File: src/rtl/core/encoder_distance_motor_ramp_macros.svh
`ifndef ENCODER_DISTANCE_MOTOR_RAMP_MACROS_SVH
`define ENCODER_DISTANCE_MOTOR_RAMP_MACROS_SVH

// Clocked check, disabled while reset is active.
`define EDMR_ASSERT(lbl, prop, msg) \
  lbl: assert property (@(posedge clk_i) disable iff (!rst_ni) prop) else $error(msg);

// Condition that must never occur.
`define EDMR_NEVER(lbl, cond, msg) \
  lbl: assert property (@(posedge clk_i) disable iff (!rst_ni) !(cond)) else $error(msg);

`endif

File: src/rtl/core/edmr_pkg.sv
`timescale 1ns / 1ps
package edmr_pkg;

  // Ramp behavior constants
  localparam int unsigned RampDownDelta  = 16;
  localparam int unsigned RampDownOffset = 50;
  localparam int unsigned MinSpeed       = 30;
  localparam int unsigned SpeedScale     = 1100;
  localparam int unsigned DecelTimes2    = 4000;
  localparam int unsigned SpeedTimeoutMs = 1000;
  localparam int unsigned DecelDivider   = 100;
  localparam int unsigned DecelDiv       = DecelTimes2 / DecelDivider;

  // Divider sizing: speed fits SPD_W bits, its square fits DIV_NUM_W bits
  localparam int unsigned SPD_W     = $clog2(SpeedScale + 1);
  localparam int unsigned DIV_NUM_W = 2 * SPD_W;
  localparam int unsigned DIV_DEN_W = 16;
  localparam int unsigned BRK_W     = DIV_NUM_W;

  // Braking distance: speed^2 / DecelDiv as multiply by a rounded-up reciprocal.
  // Exact while square * (BrkRecip * DecelDiv - 2^BrkShift) < 2^BrkShift.
  localparam int unsigned BrkShift = 26;
  localparam int unsigned BrkRecip = ((1 << BrkShift) + DecelDiv - 1) / DecelDiv;

  // Request kinds
  localparam logic [1:0] REQ_TICK = 2'd0;
  localparam logic [1:0] REQ_EDGE = 2'd1;
  localparam logic [1:0] REQ_GO   = 2'd2;
  localparam logic [1:0] REQ_STOP = 2'd3;

  // Ramp phases
  localparam logic [2:0] PH_STOPPED   = 3'd0;
  localparam logic [2:0] PH_START     = 3'd1;
  localparam logic [2:0] PH_RAMP_UP   = 3'd2;
  localparam logic [2:0] PH_DRIVE     = 3'd3;
  localparam logic [2:0] PH_RAMP_DOWN = 3'd4;
  localparam logic [2:0] PH_CHECK     = 3'd5;

  // Bridge modes
  localparam logic [1:0] MODE_FWD     = 2'd0;
  localparam logic [1:0] MODE_BWD     = 2'd1;
  localparam logic [1:0] MODE_BRAKE   = 2'd2;
  localparam logic [1:0] MODE_RELEASE = 2'd3;

  // Stop request modes
  localparam logic [1:0] STOP_KEEP    = 2'd0;
  localparam logic [1:0] STOP_BRAKE   = 2'd1;
  localparam logic [1:0] STOP_RELEASE = 2'd2;

  // Register indexes
  localparam logic [2:0] REG_SPEED_COMP = 3'd0;
  localparam logic [2:0] REG_STOP_MODE  = 3'd1;
  localparam logic [2:0] REG_RING       = 3'd2;
  localparam logic [2:0] REG_TIMEOUT    = 3'd3;
  localparam logic [2:0] REG_RAMP_INT   = 3'd4;
  localparam logic [2:0] REG_UP_OFFSET  = 3'd5;
  localparam logic [2:0] REG_UP_DELTA   = 3'd6;
  localparam logic [2:0] REG_MM_PER_CNT = 3'd7;

  // Controller to datapath commands
  typedef struct packed {
    logic latch;
    logic incr_now;
    logic div_start;
    logic spd_cap;
    logic sq_cap;
    logic brk_cap;
    logic update;
  } cmd_t;

  // Datapath to controller status
  typedef struct packed {
    logic in_tick;
    logic div_done;
    logic out_free;
  } sts_t;

  // Wrapping time compare: t is now or in the past
  function automatic logic time_reached(input logic [31:0] now, input logic [31:0] t);
    logic [31:0] d;
    d = now - t;
    return !d[31];
  endfunction

endpackage

File: src/rtl/core/edmr_in_if.sv
`timescale 1ns / 1ps
interface edmr_in_if;
  logic        valid;
  logic        ready;
  logic [1:0]  req_type;
  logic [7:0]  speed_pwm;
  logic [15:0] distance_mm;
  logic        move_direction;
  logic [1:0]  stop_mode;

  modport source (output valid, req_type, speed_pwm, distance_mm, move_direction,
                  stop_mode, input ready);
  modport sink (input valid, req_type, speed_pwm, distance_mm, move_direction,
                stop_mode, output ready);
endinterface

File: src/rtl/core/edmr_out_if.sv
`timescale 1ns / 1ps
interface edmr_out_if;
  logic        valid;
  logic        ready;
  logic [7:0]  pwm_main;
  logic [7:0]  pwm_compensated;
  logic [1:0]  drive_mode;
  logic [2:0]  ramp_phase;
  logic        moving;
  logic [15:0] count_now;

  modport source (output valid, pwm_main, pwm_compensated, drive_mode, ramp_phase,
                  moving, count_now, input ready);
  modport sink (input valid, pwm_main, pwm_compensated, drive_mode, ramp_phase,
                moving, count_now, output ready);
endinterface

File: src/rtl/core/edmr_div.sv
`timescale 1ns / 1ps
module edmr_div (
  input  logic                                clk_i,
  input  logic                                rst_ni,
  input  logic                                start_i,
  input  logic [edmr_pkg::DIV_NUM_W-1:0]      num_i,
  input  logic [edmr_pkg::DIV_DEN_W-1:0]      den_i,
  output logic                                done_o,
  output logic [edmr_pkg::DIV_NUM_W-1:0]      quo_o
);
  localparam int unsigned NW = edmr_pkg::DIV_NUM_W;
  localparam int unsigned DW = edmr_pkg::DIV_DEN_W;
  localparam int unsigned CW = $clog2(NW + 1);

  logic [DW-1:0] rem_q, rem_d, den_q;
  logic [NW-1:0] quo_q, quo_d;
  logic [CW-1:0] cnt_q, cnt_d;
  logic          busy_q, busy_d, done_q, done_d;
  logic [DW:0]   shifted;
  logic          fits;

  // One restoring step per cycle
  always_comb begin
    shifted = {rem_q, quo_q[NW-1]};
    fits    = shifted >= {1'b0, den_q};
    rem_d   = rem_q;
    quo_d   = quo_q;
    cnt_d   = cnt_q;
    busy_d  = busy_q;
    done_d  = 1'b0;
    if (start_i) begin
      rem_d  = '0;
      quo_d  = num_i;
      cnt_d  = CW'(NW);
      busy_d = 1'b1;
    end else if (busy_q) begin
      rem_d = fits ? DW'(shifted - {1'b0, den_q}) : shifted[DW-1:0];
      quo_d = {quo_q[NW-2:0], fits};
      cnt_d = cnt_q - 1'b1;
      if (cnt_q == CW'(1)) begin
        busy_d = 1'b0;
        done_d = 1'b1;
      end
    end
  end

  always_ff @(posedge clk_i or negedge rst_ni) begin
    if (!rst_ni) begin
      busy_q <= 1'b0;
      done_q <= 1'b0;
      cnt_q  <= '0;
    end else begin
      busy_q <= busy_d;
      done_q <= done_d;
      cnt_q  <= cnt_d;
    end
  end

  always_ff @(posedge clk_i) begin
    rem_q <= rem_d;
    quo_q <= quo_d;
    if (start_i) den_q <= den_i;
  end

  assign done_o = done_q;
  assign quo_o  = quo_q;
endmodule

File: src/rtl/core/edmr_ctrl.sv
`timescale 1ns / 1ps
`include "encoder_distance_motor_ramp_macros.svh"
module edmr_ctrl (
  input  logic           clk_i,
  input  logic           rst_ni,
  input  logic           in_valid_i,
  output logic           in_ready_o,
  input  edmr_pkg::sts_t sts_i,
  output edmr_pkg::cmd_t cmd_o
);
  localparam logic [2:0] S_IDLE = 3'd0;
  localparam logic [2:0] S_PREP = 3'd1;
  localparam logic [2:0] S_D1   = 3'd2;
  localparam logic [2:0] S_D1W  = 3'd3;
  localparam logic [2:0] S_SQ   = 3'd4;
  localparam logic [2:0] S_BRK  = 3'd5;
  localparam logic [2:0] S_UPD  = 3'd6;

  logic [2:0] state_q, state_d;

  // Sequencer: ticks run the braking-distance computation, others go straight to update
  always_comb begin
    state_d    = state_q;
    cmd_o      = '0;
    in_ready_o = 1'b0;
    unique case (state_q)
      S_IDLE: begin
        in_ready_o = 1'b1;
        if (in_valid_i) begin
          cmd_o.latch = 1'b1;
          state_d     = sts_i.in_tick ? S_PREP : S_UPD;
        end
      end
      S_PREP: begin
        cmd_o.incr_now = 1'b1;
        state_d        = S_D1;
      end
      S_D1: begin
        cmd_o.div_start = 1'b1;
        state_d         = S_D1W;
      end
      S_D1W: begin
        if (sts_i.div_done) begin
          cmd_o.spd_cap = 1'b1;
          state_d       = S_SQ;
        end
      end
      S_SQ: begin
        cmd_o.sq_cap = 1'b1;
        state_d      = S_BRK;
      end
      // Reciprocal multiply for braking distance
      S_BRK: begin
        cmd_o.brk_cap = 1'b1;
        state_d       = S_UPD;
      end
      S_UPD: begin
        if (sts_i.out_free) begin
          cmd_o.update = 1'b1;
          state_d      = S_IDLE;
        end
      end
      default: state_d = S_IDLE;
    endcase
  end

  always_ff @(posedge clk_i or negedge rst_ni) begin
    if (!rst_ni) state_q <= S_IDLE;
    else         state_q <= state_d;
  end

  `EDMR_ASSERT(a_accept_leaves_idle, (state_q == S_IDLE && in_valid_i) |=> (state_q != S_IDLE), "accepted beat did not start work")
  `EDMR_NEVER(a_done_when_waiting, sts_i.div_done && state_q != S_D1W, "divider result outside wait state")
  `EDMR_ASSERT(a_update_returns, cmd_o.update |=> (state_q == S_IDLE), "update not followed by idle")
endmodule

File: src/rtl/core/edmr_dp.sv
`timescale 1ns / 1ps
module edmr_dp (
  input  logic           clk_i,
  input  logic           rst_ni,
  input  edmr_pkg::cmd_t cmd_i,
  output edmr_pkg::sts_t sts_o,
  input  logic           cfg_we_i,
  input  logic [2:0]     cfg_idx_i,
  input  logic [15:0]    cfg_data_i,
  input  logic [1:0]     req_type_i,
  input  logic [7:0]     speed_pwm_i,
  input  logic [15:0]    distance_mm_i,
  input  logic           move_direction_i,
  input  logic [1:0]     stop_mode_i,
  input  logic           out_ready_i,
  output logic           out_valid_o,
  output logic [7:0]     pwm_main_o,
  output logic [7:0]     pwm_compensated_o,
  output logic [1:0]     drive_mode_o,
  output logic [2:0]     ramp_phase_o,
  output logic           moving_o,
  output logic [15:0]    count_now_o
);
  localparam int unsigned NW = edmr_pkg::DIV_NUM_W;
  localparam int unsigned SW = edmr_pkg::SPD_W;
  localparam int unsigned BW = edmr_pkg::BRK_W;
  localparam int unsigned RW = $clog2(edmr_pkg::BrkRecip + 1);

  // Configuration
  logic [7:0]  spd_comp_q, ring_q, ramp_int_q, up_off_q, up_delta_q, mm_cnt_q;
  logic        def_stop_q;
  logic [15:0] timeout_q;

  // Motion state
  logic [31:0] now_q, last_q, nxt_q;
  logic [15:0] gap_q, cnt_q, tgt_q;
  logic [7:0]  req_q, comp_q, dtp_q;
  logic [2:0]  ph_q;
  logic        chk_q;
  logic [1:0]  bridge_q;

  // Latched beat and arithmetic results
  logic [1:0]  kind_q, sm_q;
  logic [7:0]  p_q;
  logic [15:0] dist_q;
  logic        dir_q;
  logic [SW-1:0] spd_q;
  logic [NW-1:0] sq_q;
  logic [BW-1:0] brake_q;

  // Output register
  logic        ov_q;
  logic [7:0]  o_pwm_q, o_comp_q;
  logic [1:0]  o_mode_q;
  logic [2:0]  o_ph_q;
  logic [15:0] o_cnt_q;

  // Divider for speed = scale / gap; brake = speed^2 / decel by reciprocal multiply
  logic [31:0]      edge_age;
  logic             spd_to;
  logic [15:0]      gap_eff;
  logic [NW-1:0]    div_num, div_quo;
  logic [15:0]      div_den;
  logic             div_done;
  logic [NW+RW-1:0] brk_prod;
  logic [23:0]      trav;
  logic             brk;

  assign edge_age = now_q - last_q;
  assign spd_to   = edge_age > 32'(edmr_pkg::SpeedTimeoutMs);
  assign gap_eff  = spd_to ? 16'd0 : gap_q;
  assign div_num  = NW'(edmr_pkg::SpeedScale);
  assign div_den  = gap_eff;
  assign brk_prod = sq_q * RW'(edmr_pkg::BrkRecip);
  assign trav     = cnt_q * mm_cnt_q;
  assign brk      = ({1'b0, trav} + 25'(brake_q)) >= 25'(tgt_q);

  edmr_div u_div (
    .clk_i   (clk_i),
    .rst_ni  (rst_ni),
    .start_i (cmd_i.div_start),
    .num_i   (div_num),
    .den_i   (div_den),
    .done_o  (div_done),
    .quo_o   (div_quo)
  );

  assign sts_o.in_tick  = req_type_i == edmr_pkg::REQ_TICK;
  assign sts_o.div_done = div_done;
  assign sts_o.out_free = !ov_q || out_ready_i;

  // Next motion state for the latched beat
  logic [31:0] u_last, u_nxt, d32;
  logic [15:0] u_gap, u_cnt, u_tgt;
  logic [7:0]  u_req, u_comp, u_dtp, np;
  logic [2:0]  u_ph;
  logic        u_chk, early, called, dir_match;
  logic [1:0]  u_bridge, hmode, dir2;
  logic [8:0]  sum9;

  always_comb begin
    u_last = last_q; u_nxt = nxt_q; u_gap = gap_q; u_cnt = cnt_q; u_tgt = tgt_q;
    u_req = req_q; u_comp = comp_q; u_dtp = dtp_q; u_ph = ph_q; u_chk = chk_q;
    u_bridge = bridge_q;
    np = req_q; early = 1'b0; called = 1'b0; hmode = edmr_pkg::STOP_KEEP;
    d32 = now_q - last_q; sum9 = '0;
    dir2 = {1'b0, dir_q};
    dir_match = bridge_q == dir2;
    unique case (kind_q)
      edmr_pkg::REQ_TICK: begin
        early = (req_q != 8'd0) && chk_q &&
                ({8'd0, trav} >= {16'd0, tgt_q} || d32 > {16'd0, timeout_q});
        if (early) begin
          u_req = '0; u_comp = '0; u_chk = 1'b0; u_ph = edmr_pkg::PH_STOPPED;
          u_bridge = edmr_pkg::MODE_BRAKE;
        end else begin
          called = chk_q && ((ph_q == edmr_pkg::PH_START && dtp_q <= up_off_q) ||
                             ph_q == edmr_pkg::PH_DRIVE ||
                             (ph_q == edmr_pkg::PH_RAMP_UP &&
                              edmr_pkg::time_reached(now_q, nxt_q)));
          if (called && spd_to) u_gap = '0;
          // Start and ramp up
          if (u_ph == edmr_pkg::PH_START) begin
            u_nxt = now_q + {24'd0, ramp_int_q};
            if (dtp_q > up_off_q) begin
              np = up_off_q; u_ph = edmr_pkg::PH_RAMP_UP;
            end else begin
              np = dtp_q; u_ph = edmr_pkg::PH_DRIVE;
            end
          end else if (u_ph == edmr_pkg::PH_RAMP_UP) begin
            if (edmr_pkg::time_reached(now_q, u_nxt)) begin
              u_nxt = u_nxt + {24'd0, ramp_int_q};
              if (np == dtp_q || (chk_q && brk)) begin
                u_ph = edmr_pkg::PH_DRIVE;
              end else begin
                np = np + up_delta_q;
                if (np > dtp_q || np <= up_delta_q) np = dtp_q;
              end
            end
          end
          // Braking point
          if (u_ph == edmr_pkg::PH_DRIVE && chk_q && brk) begin
            if (req_q > 8'(edmr_pkg::RampDownOffset)) begin
              sum9 = {1'b0, np} - 9'(edmr_pkg::RampDownOffset - edmr_pkg::RampDownDelta);
              np   = sum9[8] ? 8'd0 : sum9[7:0];
            end else begin
              np = 8'(edmr_pkg::MinSpeed);
            end
            u_ph = edmr_pkg::PH_RAMP_DOWN;
          end
          // Ramp down
          if (u_ph == edmr_pkg::PH_RAMP_DOWN && edmr_pkg::time_reached(now_q, u_nxt)) begin
            u_nxt = now_q + {24'd0, ramp_int_q};
            if (np == 8'(edmr_pkg::MinSpeed)) begin
              if (!chk_q) np = 8'd0;
              else        u_ph = edmr_pkg::PH_CHECK;
            end else if (np < 8'(edmr_pkg::RampDownDelta + edmr_pkg::MinSpeed)) begin
              np = 8'(edmr_pkg::MinSpeed);
            end else begin
              np = np - 8'(edmr_pkg::RampDownDelta);
            end
          end
          // Apply the new PWM
          if (np != req_q) begin
            u_req = np;
            if (np == 8'd0) begin
              u_comp = '0; u_chk = 1'b0; u_ph = edmr_pkg::PH_STOPPED;
              u_bridge = def_stop_q ? edmr_pkg::MODE_RELEASE : edmr_pkg::MODE_BRAKE;
            end else begin
              u_comp = (np > spd_comp_q) ? np - spd_comp_q : 8'd0;
            end
          end
        end
      end
      edmr_pkg::REQ_EDGE: begin
        if (d32 > {24'd0, ring_q}) begin
          u_last = now_q;
          u_gap  = (d32 < {16'd0, timeout_q}) ? d32[15:0] : 16'd0;
          u_cnt  = cnt_q + 16'd1;
        end
      end
      edmr_pkg::REQ_GO: begin
        if (dist_q == 16'd0) begin
          u_req = '0; u_comp = '0; u_chk = 1'b0; u_ph = edmr_pkg::PH_STOPPED;
          u_bridge = def_stop_q ? edmr_pkg::MODE_RELEASE : edmr_pkg::MODE_BRAKE;
        end else begin
          u_cnt  = '0;
          u_last = now_q - {24'd0, ring_q} - 32'd1;
          u_tgt  = dist_q;
          if (req_q == 8'd0 && p_q > up_off_q &&
              !(ph_q == edmr_pkg::PH_DRIVE && dir_match)) begin
            // Ramped start; direction change needs no halt as PWM is zero
            u_bridge = dir2;
            u_ph     = edmr_pkg::PH_START;
            u_dtp    = p_q;
          end else if (p_q == 8'd0) begin
            u_req = '0; u_comp = '0; u_ph = edmr_pkg::PH_STOPPED;
            u_bridge = def_stop_q ? edmr_pkg::MODE_RELEASE : edmr_pkg::MODE_BRAKE;
          end else begin
            if (!dir_match && req_q != 8'd0) u_ph = edmr_pkg::PH_STOPPED;
            u_bridge = dir2;
            u_req    = p_q;
            u_comp   = (p_q > spd_comp_q) ? p_q - spd_comp_q : 8'd0;
          end
          u_chk = 1'b1;
        end
      end
      edmr_pkg::REQ_STOP: begin
        u_req = '0; u_comp = '0; u_chk = 1'b0; u_ph = edmr_pkg::PH_STOPPED;
        hmode = sm_q;
        if (hmode == edmr_pkg::STOP_BRAKE)        u_bridge = edmr_pkg::MODE_BRAKE;
        else if (hmode == edmr_pkg::STOP_RELEASE) u_bridge = edmr_pkg::MODE_RELEASE;
        else u_bridge = def_stop_q ? edmr_pkg::MODE_RELEASE : edmr_pkg::MODE_BRAKE;
      end
      default: u_ph = ph_q;
    endcase
  end

  // Control state and configuration
  always_ff @(posedge clk_i or negedge rst_ni) begin
    if (!rst_ni) begin
      spd_comp_q <= 8'd2;  def_stop_q <= 1'b0;  ring_q    <= 8'd2;
      timeout_q  <= 16'd200; ramp_int_q <= 8'd20; up_off_q <= 8'd50;
      up_delta_q <= 8'd8;  mm_cnt_q   <= 8'd11;
      now_q <= '0; last_q <= '0; nxt_q <= '0; gap_q <= '0; cnt_q <= '0; tgt_q <= '0;
      req_q <= '0; comp_q <= '0; dtp_q <= '0; ph_q <= edmr_pkg::PH_STOPPED;
      chk_q <= 1'b0; bridge_q <= edmr_pkg::MODE_BRAKE; ov_q <= 1'b0;
    end else begin
      if (cfg_we_i) begin
        unique case (cfg_idx_i)
          edmr_pkg::REG_SPEED_COMP: spd_comp_q <= cfg_data_i[7:0];
          edmr_pkg::REG_STOP_MODE:  def_stop_q <= cfg_data_i[0];
          edmr_pkg::REG_RING:       ring_q     <= cfg_data_i[7:0];
          edmr_pkg::REG_TIMEOUT:    timeout_q  <= cfg_data_i;
          edmr_pkg::REG_RAMP_INT:   ramp_int_q <= cfg_data_i[7:0];
          edmr_pkg::REG_UP_OFFSET:  up_off_q   <= cfg_data_i[7:0];
          edmr_pkg::REG_UP_DELTA:   up_delta_q <= cfg_data_i[7:0];
          edmr_pkg::REG_MM_PER_CNT: mm_cnt_q   <= cfg_data_i[7:0];
          default: ;
        endcase
      end
      if (cmd_i.incr_now) now_q <= now_q + 32'd1;
      if (cmd_i.update) begin
        last_q <= u_last; nxt_q <= u_nxt; gap_q <= u_gap; cnt_q <= u_cnt; tgt_q <= u_tgt;
        req_q <= u_req; comp_q <= u_comp; dtp_q <= u_dtp; ph_q <= u_ph; chk_q <= u_chk;
        bridge_q <= u_bridge;
        ov_q <= 1'b1;
      end else if (out_ready_i) begin
        ov_q <= 1'b0;
      end
    end
  end

  // Payload registers
  always_ff @(posedge clk_i) begin
    if (cmd_i.latch) begin
      kind_q <= req_type_i; p_q <= speed_pwm_i; dist_q <= distance_mm_i;
      dir_q  <= move_direction_i; sm_q <= stop_mode_i;
    end
    if (cmd_i.spd_cap) spd_q <= (gap_eff == 16'd0) ? '0 : div_quo[SW-1:0];
    if (cmd_i.sq_cap)  sq_q  <= spd_q * spd_q;
    if (cmd_i.brk_cap) brake_q <= BW'(brk_prod >> edmr_pkg::BrkShift);
    if (cmd_i.update) begin
      o_pwm_q <= u_req; o_comp_q <= u_comp; o_mode_q <= u_bridge;
      o_ph_q  <= u_ph;  o_cnt_q  <= u_cnt;
    end
  end

  assign out_valid_o       = ov_q;
  assign pwm_main_o        = o_pwm_q;
  assign pwm_compensated_o = o_comp_q;
  assign drive_mode_o      = o_mode_q;
  assign ramp_phase_o      = o_ph_q;
  assign moving_o          = o_pwm_q != 8'd0;
  assign count_now_o       = o_cnt_q;
endmodule

File: src/rtl/core/encoder_distance_motor_ramp.sv
`timescale 1ns / 1ps
// Tick beats: the result is set by one pass of the 22-step divider (speed), a square
// and a reciprocal multiply before the update.
// Edge, go and stop beats skip the arithmetic and go straight to the update.
// One beat is in work at a time; the next is accepted while the previous result
// waits in the output register, and a stalled output holds off the update.
// Reset (async, active low) restores register defaults and a stopped, braked motor.
module encoder_distance_motor_ramp (
  input  logic        clk_i,
  input  logic        rst_ni,
  edmr_in_if.sink     in_ch,
  edmr_out_if.source  out_ch,
  input  logic        cfg_we_i,
  input  logic [2:0]  cfg_idx_i,
  input  logic [15:0] cfg_data_i
);
  edmr_pkg::cmd_t cmd;
  edmr_pkg::sts_t sts;
  logic           in_ready;

  assign in_ch.ready = in_ready;

  edmr_ctrl u_ctrl (
    .clk_i      (clk_i),
    .rst_ni     (rst_ni),
    .in_valid_i (in_ch.valid),
    .in_ready_o (in_ready),
    .sts_i      (sts),
    .cmd_o      (cmd)
  );

  edmr_dp u_dp (
    .clk_i             (clk_i),
    .rst_ni            (rst_ni),
    .cmd_i             (cmd),
    .sts_o             (sts),
    .cfg_we_i          (cfg_we_i),
    .cfg_idx_i         (cfg_idx_i),
    .cfg_data_i        (cfg_data_i),
    .req_type_i        (in_ch.req_type),
    .speed_pwm_i       (in_ch.speed_pwm),
    .distance_mm_i     (in_ch.distance_mm),
    .move_direction_i  (in_ch.move_direction),
    .stop_mode_i       (in_ch.stop_mode),
    .out_ready_i       (out_ch.ready),
    .out_valid_o       (out_ch.valid),
    .pwm_main_o        (out_ch.pwm_main),
    .pwm_compensated_o (out_ch.pwm_compensated),
    .drive_mode_o      (out_ch.drive_mode),
    .ramp_phase_o      (out_ch.ramp_phase),
    .moving_o          (out_ch.moving),
    .count_now_o       (out_ch.count_now)
  );
endmodule

File: src/flat_wrapper.sv
// flat-port wrapper written by rule: the top's interface ports become plain ports
module encoder_distance_motor_ramp_flat 
  (clk_i, rst_ni, cfg_we_i, cfg_idx_i, cfg_data_i, in_ch_valid, in_ch_req_type, in_ch_speed_pwm, in_ch_distance_mm, in_ch_move_direction, in_ch_stop_mode, in_ch_ready, out_ch_valid, out_ch_pwm_main, out_ch_pwm_compensated, out_ch_drive_mode, out_ch_ramp_phase, out_ch_moving, out_ch_count_now, out_ch_ready);
  edmr_in_if in_ch_i ();
  edmr_out_if out_ch_i ();
  input  logic clk_i;
  input  logic rst_ni;
  input  logic cfg_we_i;
  input  logic [2:0] cfg_idx_i;
  input  logic [15:0] cfg_data_i;
  input wire logic [$bits(in_ch_i.valid)-1:0] in_ch_valid;
  input wire logic [$bits(in_ch_i.req_type)-1:0] in_ch_req_type;
  input wire logic [$bits(in_ch_i.speed_pwm)-1:0] in_ch_speed_pwm;
  input wire logic [$bits(in_ch_i.distance_mm)-1:0] in_ch_distance_mm;
  input wire logic [$bits(in_ch_i.move_direction)-1:0] in_ch_move_direction;
  input wire logic [$bits(in_ch_i.stop_mode)-1:0] in_ch_stop_mode;
  output wire logic [$bits(in_ch_i.ready)-1:0] in_ch_ready;
  output wire logic [$bits(out_ch_i.valid)-1:0] out_ch_valid;
  output wire logic [$bits(out_ch_i.pwm_main)-1:0] out_ch_pwm_main;
  output wire logic [$bits(out_ch_i.pwm_compensated)-1:0] out_ch_pwm_compensated;
  output wire logic [$bits(out_ch_i.drive_mode)-1:0] out_ch_drive_mode;
  output wire logic [$bits(out_ch_i.ramp_phase)-1:0] out_ch_ramp_phase;
  output wire logic [$bits(out_ch_i.moving)-1:0] out_ch_moving;
  output wire logic [$bits(out_ch_i.count_now)-1:0] out_ch_count_now;
  input wire logic [$bits(out_ch_i.ready)-1:0] out_ch_ready;
  assign in_ch_i.valid = in_ch_valid;
  assign in_ch_i.req_type = in_ch_req_type;
  assign in_ch_i.speed_pwm = in_ch_speed_pwm;
  assign in_ch_i.distance_mm = in_ch_distance_mm;
  assign in_ch_i.move_direction = in_ch_move_direction;
  assign in_ch_i.stop_mode = in_ch_stop_mode;
  assign in_ch_ready = in_ch_i.ready;
  assign out_ch_valid = out_ch_i.valid;
  assign out_ch_pwm_main = out_ch_i.pwm_main;
  assign out_ch_pwm_compensated = out_ch_i.pwm_compensated;
  assign out_ch_drive_mode = out_ch_i.drive_mode;
  assign out_ch_ramp_phase = out_ch_i.ramp_phase;
  assign out_ch_moving = out_ch_i.moving;
  assign out_ch_count_now = out_ch_i.count_now;
  assign out_ch_i.ready = out_ch_ready;
  encoder_distance_motor_ramp u_core (.clk_i(clk_i), .rst_ni(rst_ni), .in_ch(in_ch_i), .out_ch(out_ch_i), .cfg_we_i(cfg_we_i), .cfg_idx_i(cfg_idx_i), .cfg_data_i(cfg_data_i));
endmodule
File: config.mk
export PLATFORM = sky130hd
export DESIGN_NAME = encoder_distance_motor_ramp_flat
export DESIGN_NICKNAME = d
export VERILOG_FILES = /design/src/rtl/core/edmr_pkg.sv /design/src/rtl/core/edmr_in_if.sv /design/src/rtl/core/edmr_out_if.sv /design/src/rtl/core/edmr_div.sv /design/src/rtl/core/edmr_ctrl.sv /design/src/rtl/core/edmr_dp.sv /design/src/rtl/core/encoder_distance_motor_ramp.sv /design/src/flat_wrapper.sv
export VERILOG_INCLUDE_DIRS = /design/src /design/src/rtl/core
export SDC_FILE = /design/constraint.sdc
export NUM_CORES = 2
export LEC_CHECK = 0
export BUFFER_PORTS_ARGS = -buffer_cell sky130_fd_sc_hd__buf_2
export CORE_MARGIN = 8
export CORE_UTILIZATION = 55
export CTS_CLUSTER_DIAMETER = 200
export DETAILED_ROUTE_END_ITERATION = 16
export PLACE_DENSITY = 0.71
export SLEW_MARGIN = 15
export SYNTH_ARGS = -nofsm -noshare
export SYNTH_HDL_FRONTEND = slang
export SYNTH_SLANG_ARGS = --single-unit
File: constraint.sdc
create_clock -name clk_i -period 31.2 [get_ports clk_i]
set_input_delay 3.12 -clock clk_i [delete_from_list [all_inputs] [get_ports clk_i]]
set_output_delay 3.12 -clock clk_i [all_outputs]
set_load 0.005 [all_outputs]
==> results.sh <==
export IMPL_core_area_sq_mm=0.0790
export IMPL_die_footprint_sq_mm=0.0890
export IMPL_nets=5690
export IMPL_relSlewSlack_pct=20.9
export IMPL_synthDominantCellAreaShare_pct=16.4
export IMPL_reg2reg_from="u_core.u_dp.cnt_q[2]$_DFFE_PN0P_"
export IMPL_setup_tns_ps=0
export IMPL_clk_path_buf_depth=3
export IMPL_number_of_flops_mapped_to_enable_cells_by_yosys=131
export IMPL_clk_latency_ps=630
export IMPL_rsz0062_at_grt="no"
export IMPL_cp_data_arrival_time_ps=13380
export IMPL_timing_critical_path_slowest_cell_delay_ps=680
export IMPL_synth_seq_cells=419
export IMPL_met2_wirelength_mm=54.2
export IMPL_clkTransAtPathRegs_ps=60
export IMPL_met3RoutedLength_mm=6.09
export IMPL_via_count=33900
export IMPL_synth_top_cell_by_area="sky130_fd_sc_hd__ha_1"
export IMPL_start_kind="flop"
export IMPL_drt_wl_total_mm=112
export IMPL_synth_area_top_cells="sky130_fd_sc_hd__ha_1 16%, sky130_fd_sc_hd__fa_1 14%, sky130_fd_sc_hd__dfrtp_1 13%"
export IMPL_area_growth_syn_to_layout_pct=7.13
export IMPL_cts_buffers=51
export IMPL_h_tree_depth=2
export IMPL_final_layout_size_suffix_gt1_share_pct=7.97
export IMPL_synth_cell_type_count=105
export IMPL_path_class="reg -> reg"
export IMPL_hold_path_startpoint="u_core.u_dp.u_div.rem_q[15]$_SDFFE_PP0P_"
export IMPL_clock_tree_root_cell="sky130_fd_sc_hd__clkbuf_16"
export IMPL_mostFrequentLayoutCell="sky130_fd_sc_hd__inv_1"
export IMPL_critPathSlowestCell="sky130_fd_sc_hd__dfrtp_1"
export IMPL_globalplace_congestion=0.948
export IMPL_horizontal_die_dimension_microns=298
export IMPL_path_max_fanout=19
export IMPL_fmax_mhz=77.3
export IMPL_globalRouteTotalUtil_pct=24.9
export IMPL_drv_max_cap_violation_count=0
export IMPL_dp_hpwl_mm=87.4
export IMPL_ff2ff_setup_slack_ps=18270
export IMPL_cts_resized_gates=0
export IMPL_drt_first_pass_iters=6
export IMPL_hp_class="reg -> reg"
export IMPL_detail_route_drc_violations=0
export IMPL_finalSetupViolations=0
export IMPL_via_count_of_the_first_global_routing_pass=35100
export IMPL_pin_count_of_the_biggest_net_entering_global_routing=150
export IMPL_skew_ps=31.2
export IMPL_cts_tree="yes"
export IMPL_setup_worst_path_start="u_core.u_dp.cnt_q[2]$_DFFE_PN0P_"
export IMPL_synthesis_instances=4741
export IMPL_post_route_min_period_ps=12930
export IMPL_chipHeight_microns=298
export IMPL_commonest_non_fill_non_tap_cells_in_the_layout="690 x sky130_fd_sc_hd__inv_1, 576 x sky130_fd_sc_hd__ha_1, 323 x sky130_fd_sc_hd__nand2_1"
export IMPL_top_signal_layer_used="met5"
export IMPL_synth_yosys_seq_area_share_pct=25.0
export IMPL_met1_routed_length_mm=47.1
export IMPL_logic_depth_of_the_worst_register_to_register_path=47
export IMPL_post_cts_setup_buffer_count=0
export IMPL_worst_hold_path_num_cells=2
export IMPL_grt_remaining_overflow=0
export IMPL_clkSinkCount=419
export IMPL_cp_common_cell="sky130_fd_sc_hd__ha_1"
export IMPL_mappedNetlistArea_sq_mm=0.0439
export IMPL_min_delay_worst_endpoint="u_core.u_dp.u_div.rem_q[15]$_SDFFE_PP0P_"
export IMPL_asyncSetResetFlopFracSynth_pct=59.7
export IMPL_synthesis_area_per_instance_sq_um=9.25
export IMPL_portBuffers=92
export IMPL_drt_first_iter_violations=2038
export IMPL_timing_final_crit_share_pct=41.5
export IMPL_antenna_found_initial=5
export IMPL_starting_density_pct=55.5
export IMPL_timing_final_hold_violations=0
export IMPL_run_status="complete, no violations"
export IMPL_timing_rr_end="u_core.u_dp.pwm_compensated_o[3]$_DFFE_PP_"
export IMPL_final_antenna_net_count=0
export IMPL_io_pins=93
export IMPL_tightest_slew_ps=1180
export IMPL_detail_route_vias_per_cell=5.79
export IMPL_core_rowCount=103
export IMPL_post_cts_hold_buffer_count=0
export IMPL_endpoint_kind="flop"
export IMPL_drt_wirelength_per_cell_microns=19.1
export IMPL_worst_endpoint_required_ps=31650
export IMPL_ys_flop_type="sky130_fd_sc_hd__dfrtp_1"
export IMPL_final_max_slew_viol_count=0
export IMPL_synthesis_warnings=0
export IMPL_number_of_fill_cells=6798
export IMPL_wire_length_of_the_first_global_routing_pass_mm=183
==> critical path, delay by kind of cell (launching register included) <==
family,cells,cell delay [ps]
multiplexers,1,660
buffers and inverters,6,660
adder cells (fa/ha/maj),10,3900
AO/OA/AOI/OAI,22,5630
AND/OR/NAND/NOR,6,870
flip-flops,1,680
XOR/XNOR,2,380
==> Yosys cell counts, drive strengths merged (15+ instances only) <==
cell type and count:
a211oi 38, a21o 88, a21oi 251, a31oi 22, and2 150, and3 38
buf 22, clkbuf 144, dfrtp 235, dfstp 15, dfxtp 38, edfxtp 131
fa 309, ha 576, inv 691, mux2 94, mux2i 82, nand2 323
nand2b 49, nand3 81, nand4 64, nor2 305, nor2b 43, nor3 71
nor4 32, o2111ai 25, o211ai 39, o21a 24, o21ai 207, o21bai 29
o31ai 20, or2 20, or3 24, xnor2 169, xor2 83
==> registers in the layout, indices dropped and copies added (netlist names), 11 cells and up <==
register	flops
u_core.u_dp.brake_q	17
u_core.u_dp.cnt_q	16
u_core.u_dp.count_now_o	16
u_core.u_dp.dist_q	16
u_core.u_dp.gap_q	16
u_core.u_dp.last_q	32
u_core.u_dp.now_q	32
u_core.u_dp.nxt_q	32
u_core.u_dp.spd_q	11
u_core.u_dp.sq_q	21
u_core.u_dp.tgt_q	16
u_core.u_dp.timeout_q	16
u_core.u_dp.u_div.den_q	16
u_core.u_dp.u_div.quo_o	22
u_core.u_dp.u_div.rem_q	16
==> stage by stage <==
stage / setup slack (ps) / util [%] / hold WS, ps / cells / area [sq um]
final: 18270 / 59.5 / 476 / 5847 / 47000
after global routing: 17100 / 59.5 / 506 / 5845 / 47000
after CTS: 18410 / 59.5 / 474 / 5845 / 47000
after detailed placement: 18420 / 57.4 / 466 / 5749 / 45300
after global placement: 18710 / 57.4 / 459 / 5749 / 45300
after floorplan: 20050 / - / 440 / 4745 / 43900
==> logic make-up (layout without fill, tap and decap cells) <==
family                     after synthesis  count (layout)  synth area share [%]
AOI/OAI and AO/OA                      901             901                  13.6
muxes                                  176             176                  4.31
other                                    2               8                0.0171
xor gates and xnor gates               252             252                  5.03
DFF                                    419             419                  25.0
and+or+nand+nor                       1244            1244                  14.1
adders and majority gates              886             886                  30.6
buffers and inverters                  861             911                  7.38
==> routing by layer <==
metal / GRT usage [%] / vias to the layer above
li1: - / 16200
met1: 31.4 / 16500
met4: 8.75 / 6
met5: 0 / -
met3: 3.74 / 238
met2: 43.3 / 871
==> worst max path at each step <==
stage                                                      end  slack, ps  cells past startpoint
floorplan           u_core.u_dp.pwm_compensated_o[0]$_DFFE_PP_      20050                     52
global placement    u_core.u_dp.pwm_compensated_o[1]$_DFFE_PP_      18710                     48
detailed placement  u_core.u_dp.pwm_compensated_o[0]$_DFFE_PP_      18420                     47
CTS                 u_core.u_dp.pwm_compensated_o[5]$_DFFE_PP_      18410                     47
global route                 u_core.u_dp.comp_q[0]$_DFFE_PN0P_      17100                     49
finish              u_core.u_dp.pwm_compensated_o[3]$_DFFE_PP_      18270                     47
==> layout make-up <==
class	instances	area (sq um)	area share (%)
antenna	2	5.00	0.0107
clock buffer	61	1380	2.93
clock inverter	35	293	0.623
inverter	695	2610	5.55
multi-input combinational	3465	29700	63.3
sequential	419	11000	23.3
tap	1050	1310	2.80
timing repair buffer	120	693	1.48
Power is not shown: default switching activity piles up to over one toggle a cycle in this logic, so the estimate is an artifact.
